--- src/hw/rtl/dtt_pkg.sv ---
// Package with the shared types, constants and functions of the transposition table.
`timescale 1ns / 1ps
package dtt_pkg;

   localparam int CLUSTER_BITS_DEF = 12;
   localparam int WAYS_DEF = 8;

   localparam logic [1:0] CMD_LOOKUP = 2'd0;
   localparam logic [1:0] CMD_UPDATE = 2'd1;
   localparam logic [1:0] CMD_NEW_SEARCH = 2'd2;

   localparam logic [1:0] OUT_FRESH = 2'd0;
   localparam logic [1:0] OUT_EXACT = 2'd1;
   localparam logic [1:0] OUT_DOMINATING = 2'd2;
   localparam logic [1:0] OUT_EVICTED = 2'd3;

   localparam logic [31:0] REPEAT_MARK = 32'hFFFF_FFFF;
   localparam logic [31:0] BORROW_BITS = 32'h0922_2220;

   typedef struct packed {
      logic [1:0]  command;
      logic [63:0] key;
      logic [31:0] hand;
      logic [7:0]  depth;
      logic [2:0]  slot;
      logic [26:0] proof_number;
      logic [26:0] disproof_number;
      logic [31:0] search_count;
   } req_type;

   typedef struct packed {
      logic [2:0]  found_slot;
      logic [1:0]  outcome;
      logic [26:0] result_proof;
      logic [26:0] result_disproof;
      logic [31:0] result_count;
      logic [31:0] result_hand;
   } rsp_type;

   typedef struct packed {
      logic [31:0] tag;
      logic [7:0]  depth;
      logic [31:0] hand;
      logic [26:0] pn;
      logic [26:0] dn;
      logic [31:0] count;
      logic [15:0] age;
   } entry_type;

   typedef struct packed {
      logic ready;
      logic accept;
      logic commit;
      logic clear_step;
   } ctrl_cmd_type;

   typedef struct packed {
      logic req_valid;
      logic out_free;
      logic clear_last;
   } ctrl_status_type;

   function automatic logic dominates(input logic [31:0] a, input logic [31:0] b);
      logic [31:0] diff;
      diff = a - b;
      return (diff & BORROW_BITS) == 32'd0;
   endfunction

   // A proven entry serves a hand that dominates its own, a disproven one a dominated hand.
   function automatic logic usable(input entry_type e, input logic [31:0] hand);
      logic res;
      res = 1'b0;
      if (e.pn == 27'd0) begin
         res = dominates(hand, e.hand) && (e.count != REPEAT_MARK);
      end else if (e.dn == 27'd0) begin
         res = dominates(e.hand, hand) && (e.count != REPEAT_MARK);
      end
      return res;
   endfunction

endpackage

--- src/hw/rtl/dtt_ctrl.sv ---
// Controller state machine sequencing the clearing pass and each command.
`timescale 1ns / 1ps
module dtt_ctrl (
   input  logic                     clock,
   input  logic                     reset,
   input  dtt_pkg::ctrl_status_type status,
   output dtt_pkg::ctrl_cmd_type    cmd
);

   typedef enum logic [3:0] {
      S_CLEAR  = 4'b0001,
      S_IDLE   = 4'b0010,
      S_EVAL   = 4'b0100,
      S_DECIDE = 4'b1000
   } state_type;

   state_type state_ff, state_in;

   always_ff @(posedge clock) begin
      if (reset) begin
         state_ff <= S_CLEAR;
      end else begin
         state_ff <= state_in;
      end
   end

   always_comb begin
      state_in = state_ff;
      cmd = '0;
      unique case (state_ff)
         S_CLEAR: begin
            cmd.clear_step = 1'b1;
            if (status.clear_last) begin
               state_in = S_IDLE;
            end
         end
         S_IDLE: begin
            cmd.ready = 1'b1;
            if (status.req_valid) begin
               cmd.accept = 1'b1;
               state_in = S_EVAL;
            end
         end
         S_EVAL: begin
            state_in = S_DECIDE;
         end
         S_DECIDE: begin
            if (status.out_free) begin
               cmd.commit = 1'b1;
               state_in = S_IDLE;
            end
         end
         default: begin
            state_in = S_CLEAR;
         end
      endcase
   end

endmodule

--- config.mk ---
export PLATFORM = sky130hd
export DESIGN_NAME = dtt_ctrl
export DESIGN_NICKNAME = d
export VERILOG_FILES = /design/src/hw/rtl/dtt_pkg.sv /design/src/hw/rtl/dtt_ctrl.sv
export SDC_FILE = /design/constraint.sdc
export NUM_CORES = 1
export LEC_CHECK = 0
export BUFFER_PORTS_ARGS = -buffer_cell sky130_fd_sc_hd__clkbuf_2
export CORE_AREA = 2 2 39 41
export DETAILED_ROUTE_END_ITERATION = 16
export DIE_AREA = 0 0 41 43
export PLACE_DENSITY = 0.38
export REMOVE_ABC_BUFFERS = 1
export SLEW_MARGIN = 20
export SYNTH_ARGS = -nofsm -noshare
export SYNTH_HDL_FRONTEND = slang
export SYNTH_SLANG_ARGS = --single-unit
--- constraint.sdc ---
create_clock -name clock -period 2.18 [get_ports clock]
set_clock_uncertainty 0.2 [all_clocks]
set_input_delay 0.436 -clock clock [delete_from_list [all_inputs] [get_ports clock]]
set_output_delay 0.436 -clock clock [all_outputs]
set_load 0.01 [all_outputs]
* Yosys cells after proc, flatten, opt, wreduce, memory -nomap -nowiden
Cells that the tools add are included.
** Storage, ports and cells
- Logic and storage cells :: 18
- Bits in latches :: 0
- ROM bits :: 0
- Output and inout port bits :: 4
- Memories :: 0
- Memory bits (writable) :: 0
- Input port bits :: 5
- Register bits after elaboration :: 4
** Cells by class
- Divide/modulo/power cells :: 0
- Multiply operators :: 0
- Reduce and logical (&&, ||, !) cells :: 1
- Add/subtract/negate cells :: 0
- Muxes and demuxes :: 9
- Bitwise operators :: 0
- Eq/ne operators :: 7
- Shifts and indexed selects :: 0
- Magnitude comparators :: 0
** Operator list (count)
- one-hot mux 4 bit (4 select lines) :: 1
- two-way mux 4 bit :: 3
- != test 2 bit (second input constant) :: 3
- equality test 4 x 1 -> 1 bit (second input constant) :: 1
- equality test 4 x 2 -> 1 bit (second input constant) :: 1
- equality test 4 x 3 -> 1 bit (second input constant) :: 1
- equality test 4 bit (second input constant) :: 1
- two-way mux 1 bit :: 4
- AND reduction 3 bit :: 1
- two-way mux 2 bit :: 1

* Longest topological paths before layout
Gate-level depths: netlist of run 1.
- Word-level depth :: 3
- Depth in mapped cells :: 4
- Gate-level depth less buffers :: 3

* Least setup slack after synthesis of run 1
No wires, ideal clock.
- Path kind :: reg2out
- Start point :: register state_ff[0]
- End point :: output port cmd[2] (netlist bit)
- Path buffers :: 1
- Path slack :: 335 ps
- Arrival time :: 1209 ps
- Required time :: 1544 ps
- Stages on the path, launching flop included :: 5
- Path through :: dfxtp_1 -> buf_6 -> or4b_4 -> inv_1 -> and2_1
** RTL lines
- from (decl) :: line dtt_ctrl.sv:17 : state_type state_ff, state_in;
- from (signal assigned) :: line dtt_ctrl.sv:23 : state_ff <= state_in;
- to (decl) :: line dtt_ctrl.sv:7 : output dtt_pkg::ctrl_cmd_type cmd

==> impl_results.md, run 1 <==
* Vias in the first global route at 252
* Total GRT Usage at 0.102
* Die Span Y at 43 um
* Final Setup Violations at 0
* Root Buffer: clkbuf_4
* CTS tree: built
* Vias at 265
* Biggest register: state_ff
* Largest net degree at the start of global routing at 11
* Min Tclk post-route at 2.08 ns
* Synth area leader: dfxtp_1
* CP Capture Type: primary output
* WL final at 617 um
* Crit path max fanout at 7
* Post-synthesis average cell area at 8.42 um^2
* Post-synthesis sequential area ratio at 0.288
* Area growth syn-to-layout at 30.6%
* Leakage at 0.169 nW
* Final net count at 51
* Clock tree sinks at 4
* VDD IR max at 0.214 mV
* Syn. warnings at 0
* Hold crit path type: input pin to register
* Share of the synthesized area in the top cell type at 0.288
* Core Footprint at 0.00138 mm^2
* Cells after Synth at 33
* Most common cell after layout, fill and taps aside: clkbuf_2
* Post-DRT Antenna Nets at 0
* Crit share post-route at 0.952
* Multi-input logic area at 161 um^2
* Clock-pin slew on the worst setup and hold paths at 0.04 ns
* Maximum clock path buffer count at 2
* Crit Path Category: register to primary output
* Total CTS buffers at 3
* Largest register FFs at 4
* Yosys reg bits at 4
* Antenna violations before repair at 0
* Final max-slew violation count at 0
* Worst Path Required at 1.54 ns
* Post-route DRC at 0
* Detailed Routing Iterations Pass 1 at 1
* PwrDens at 933 mW/mm^2
* Port bufs at 8
* Fin Setup TNS at 0 ns
* Status: finished clean
* Post-DR vias/cell at 4.42
* Wire per inst at 10.3 um
* Filler cells at 158
* Final core occ at 0.262
* Max Fclk at 482 MHz
* Worst skew pair latency at 0.23 ns
* Grt ovf at 0
* Most area-consuming cells after synthesis: dfxtp_1, nor3b_1, a21o_1
* Die area at 0.00176 mm^2
* Hold Fails Final Rpt at 0
* Biggest regs: state_ff (4)
* Data arrival, critical path at 1.44 ns
* CTS H-Tree Depth at 1
* Nature of the critical path startpoint: register
* Most frequent cells in the layout: clkbuf_2, inv_1
* Yosys cell types at 22
* Register area at 81.3 um^2
* DPL Wire Length at 508 um
* Share of cells above drive strength 1 at 0.364
* Initial core utilization at 0.201
* IO Pins at 9
* RSZ-0062 raised after global routing: no
* # rows at 14
* Post-Synthesis Cell Area at 278 um^2
* Slew HR at 0.752
* Least-Margin Pin Slew at 0.367 ns
* Number of max-cap violations at 0
* Antenna diodes at 0
* Routability-driven placement congestion ratio at 0.722
* DRT iter0 DRCs at 0
* Final hold slack at 0.217 ns
* Post-CTS setup buffers at 0
* First-pass GRT wire length at 1070 um
* Die span in x at 41 um
[synth_stat cells]
cell type / n
nor3b_1: 3
nor3_1: 1
o31ai_1: 1
a21oi_1: 1
xor2_1: 1
inv_1: 4
or4_1: 1
nor4b_1: 1
dfxtp_1: 4
and4b_1: 1
buf_2: 2
xnor2_1: 1
or4b_4: 1
and2_1: 1
o211ai_1: 1
nor4_1: 1
o21a_1: 1
a21o_1: 2
o21ai_0: 1
nor2_1: 1
or3_1: 2
buf_6: 1
[logic make-up after synthesis]
logic type,synth area share
DFF,0.288
and+or+nand+nor,0.347
xor gates and xnor gates,0.0631
buffers and inverters,0.131
AOI/OAI and AO/OA,0.171
[routing by layer]
metal  up-vias  global-route usage  routed length (um)
li1        144                   -                   -
met1       115               0.100                 259
met2         4               0.134                 326
met3         2              0.0628                  16
met4         0               0.100                  14
met5         -                   0                   0
[worst max-delay path: stages, from the launching register on]
cell and delay, ns:
dfxtp_2 0.34, or4b_4 0.55, inv_1 0.08, and2_1 0.12
clkbuf_2 0.12
[per-stage QoR]
stage	setup slack, ns	instances	total power [W]	cell area (um^2)
2_1_floorplan	0.347	30	0.000193	256
3_5_place_dp	0.313	57	0.000251	339
6_report	0.105	60	0.000339	363
3_3_place_gp	0.315	57	0.000250	339
4_1_cts	0.0560	60	0.000346	362
5_1_grt	0.0110	60	0.000370	363
[report_power, final]
part	switching [W]	internal (W)	total, W
clock network	0.0000281	0.0000614	0.0000895
registers	0.00000942	0.0000893	0.0000988
logic	0.0000738	0.0000766	0.000150
[final cells by class]
cell class | instances | share of cell area
Multi-Input combinational cell | 22 | 0.445
Sequential cell | 4 | 0.224
Clock buffer | 3 | 0.0621
Inverter | 4 | 0.0414
Tap cell | 16 | 0.0552
Timing Repair Buffer | 11 | 0.172
[path summary, 6_finish.rpt]
check	startpoint	end	slack, ns	cells after the start
setup / recovery	state_ff[2]$_SDFFE_PP0P_	cmd[2]	0.10	4
hold / removal	reset	state_ff[3]$_SDFFE_PP0P_	0.22	2
setup reg to reg	state_ff[2]$_SDFFE_PP0P_	state_ff[1]$_SDFFE_PP0P_	0.62	3
hold reg to reg	state_ff[0]$_SDFFE_PP1P_	state_ff[2]$_SDFFE_PP0P_	0.36	2
[timing repair]
action                                  in CTS  in global routing
gates resized for setup                      0                  1
hold endpoints to repair                     0                  0
hold buffers                                 0                  0
endpoints found under the setup margin       0                  1
No activity file was read; power rests on OpenSTA's default activity.
==> run 2, diff against run 1 <==
==> constraint.sdc (replaced) <==
create_clock -name clock -period 2.31 [get_ports clock]
set_clock_uncertainty 0.2 [all_clocks]
set_input_delay 0.462 -clock clock [delete_from_list [all_inputs] [get_ports clock]]
set_output_delay 0.462 -clock clock [all_outputs]
set_load 0.01 [all_outputs]
==> impl_results.md, run 2 (synthesis gave the netlist of run 1 again) <==
* Hold crit path type: input pin to register
* Port bufs at 8 (unchanged)
* Antenna violations before repair at 0 (unchanged)
* Number of max-cap violations at 0 (unchanged)
* CP Capture Type: primary output
* Biggest regs: state_ff (4)
* Post-DRT Antenna Nets at 0 (unchanged)
* CTS tree: built
* Multi-input logic area at 161 um^2 (unchanged)
* Crit share post-route at 0.930
* Min Tclk post-route at 2.15 ns
* Grt ovf at 0 (unchanged)
* # rows at 14 (unchanged)
* WP buf/inv at 2 (unchanged)
* Area growth syn-to-layout at 24.8%
* Crit Path Category: register to primary output
* Most frequent cells in the layout: clkbuf_2, inv_1, dfxtp_1
* Wire per inst at 9.95 um (-3.3%)
* RSZ-0062 raised after global routing: no
* Worst Path Required at 1.65 ns (+0.11 ns)
* Tot Pwr at 0.000312 W (-7.8%)
* Worst hold path stage count at 2 (unchanged)
* Post-route DRC at 0 (unchanged)
* Vias in the first global route at 214 (-15%)
* Reg-to-reg startpoint: state_ff[3]$_SDFFE_PP0P_
* Reg2reg setup slack at 0.71 ns (+0.09 ns)
* Worst reg-to-reg path cell count at 3 (unchanged)
* CTS H-Tree Depth at 1 (unchanged)
* Die span in x at 41 um (unchanged)
* Filler cells at 160 (+1.3%)
* Post-DR vias/cell at 4.48 (+1.5%)
* Initial core utilization at 0.201 (unchanged)
* Detailed Routing Iterations Pass 1 at 2 (+1)
* Clock tree sinks at 4 (unchanged)
* Crit-path max cell delay at 0.53 ns (-0.02 ns)
* Nature of the critical path startpoint: register
* Antenna diodes at 0 (unchanged)
* VDD IR max at 0.285 mV (+33%)
* Worst skew pair latency at 0.23 ns (about the same)
* Post-CTS setup buffers at 0 (unchanged)
* Final max-slew violation count at 0 (unchanged)
* Die Span Y at 43 um (unchanged)
* Cells along the critical path: or4b_4 > inv_1 > and2_1 > clkbuf_2
* Post-CTS sizing at 0 (unchanged)
* Data arrival, critical path at 1.49 ns (+0.05 ns)
* Maximum clock path buffer count at 2 (unchanged)
* Status: finished clean
* Least-Margin Pin Slew at 0.339 ns (-0.0283 ns)
* Total GRT Usage at 0.0743 (-0.0272)
* Share of cells above drive strength 1 at 0.310 (-0.0541)
* Vias at 260 (-1.9%)
* Top delay family on crit path: simple AND/OR/NAND/NOR gates
* CTS Hold Bufs at 0 (unchanged)
* DPL Wire Length at 423 um (-17%)
* WL final at 577 um (-6.5%)
* Leakage at 0.159 nW (-6.2%)
* Final Setup Violations at 0 (unchanged)
* Root Buffer: clkbuf_4
* DRT iter0 DRCs at 2 (+2)
* Register area at 80.1 um^2 (-1.5%)
* Biggest register: state_ff
* Fin Setup TNS at 0 ns (unchanged)
* Slew HR at 0.771 (+0.0191)
* Crit path max fanout at 11 (+4)
* HP Start: reset
* IO Pins at 9 (unchanged)
* Clock-pin slew on the worst setup and hold paths at 0.04 ns (about the same)
* Largest net degree at the start of global routing at 12 (+1)
* FF-to-FF End: state_ff[1]$_SDFFE_PP0P_
* Final net count at 49 (-3.9%)
* First-pass GRT wire length at 883 um (-17%)
* Core Footprint at 0.00138 mm^2 (unchanged)
* Slowest-stage cell, CP: or4b_4
* Total CTS buffers at 3 (unchanged)
* PwrDens at 901 mW/mm^2 (-3.4%)
* Sink of the worst hold path: state_ff[3]$_SDFFE_PP0P_
* Max Fclk at 466 MHz
* Most common cell after layout, fill and taps aside: clkbuf_2
* Die area at 0.00176 mm^2 (unchanged)
* Routability-driven placement congestion ratio at 0.689 (-4.6%)
* Largest register FFs at 4 (unchanged)
* Hold Fails Final Rpt at 0 (unchanged)
==> run 2: changes by cell type in the layout (fill, tap and decap cells not counted) <==
cell | before | now
dfxtp_1 | 3 | 4
buf_4 | 3 | 1
dfxtp_2 | 1 | 0
==> run 2: worst max path at each step <==
stage | start | to | slack [ns] | cells past startpoint
global placement | state_ff[3]$_SDFFE_PP0P_ | cmd[2] | 0.43 | 4
CTS | state_ff[3]$_SDFFE_PP0P_ | cmd[2] | 0.15 | 4
detailed placement | state_ff[3]$_SDFFE_PP0P_ | cmd[2] | 0.41 | 4
finish | state_ff[3]$_SDFFE_PP0P_ | cmd[2] | 0.16 | 4
floorplan | state_ff[1]$_SDFFE_PP0P_ | cmd[2] | 0.45 | 3
global route | state_ff[3]$_SDFFE_PP0P_ | cmd[2] | 0.1 | 4
==> run 2: per-layer routing <==
layer	vias up	share of wire	wire, um	GRT usage
met5	-	0	0	0
li1	137	-	-	-
met1	119	0.48	275	0.0965
met4	0	0	0	0.0600
met2	4	0.50	286	0.100
met3	0	0.026	15	0.0157
==> run 2: worst register-to-register path: stages (launching register included) <==
cell and delay (ns):
dfxtp_1 0.40, or4b_4 0.53, or3_1 0.31, o31ai_1 0.06
==> run 2: stage by stage <==
step,worst slack [ns],area [um^2],hold WS (ns),instances,utilization
final,0.162,347,0.242,58,0.250
after global routing,0.0961,347,0.233,58,0.250
after CTS,0.150,347,0.234,58,0.250
after detailed placement,0.410,324,0.362,55,0.234
after global placement,0.427,324,0.376,55,0.234
after floorplan,0.451,256,0.326,30,-
==> run 2: final cells by class <==
cell class	instances	area share
clock buffers	3	0.0650
well taps	16	0.0578
flip-flops and latches	4	0.231
repair buffers	9	0.137
inverters	4	0.0433
multi-input cells	22	0.466
==> run 2: report_power, final <==
| group | internal (W) | leakage (nW) | switching, W | total, W |
|---|---|---|---|---|
| sequential | 0.0000839 | 0.0328 | 0.0000183 | 0.000102 |
| clock | 0.0000582 | 0.0138 | 0.0000298 | 0.0000880 |
| combinational | 0.0000642 | 0.112 | 0.0000579 | 0.000122 |
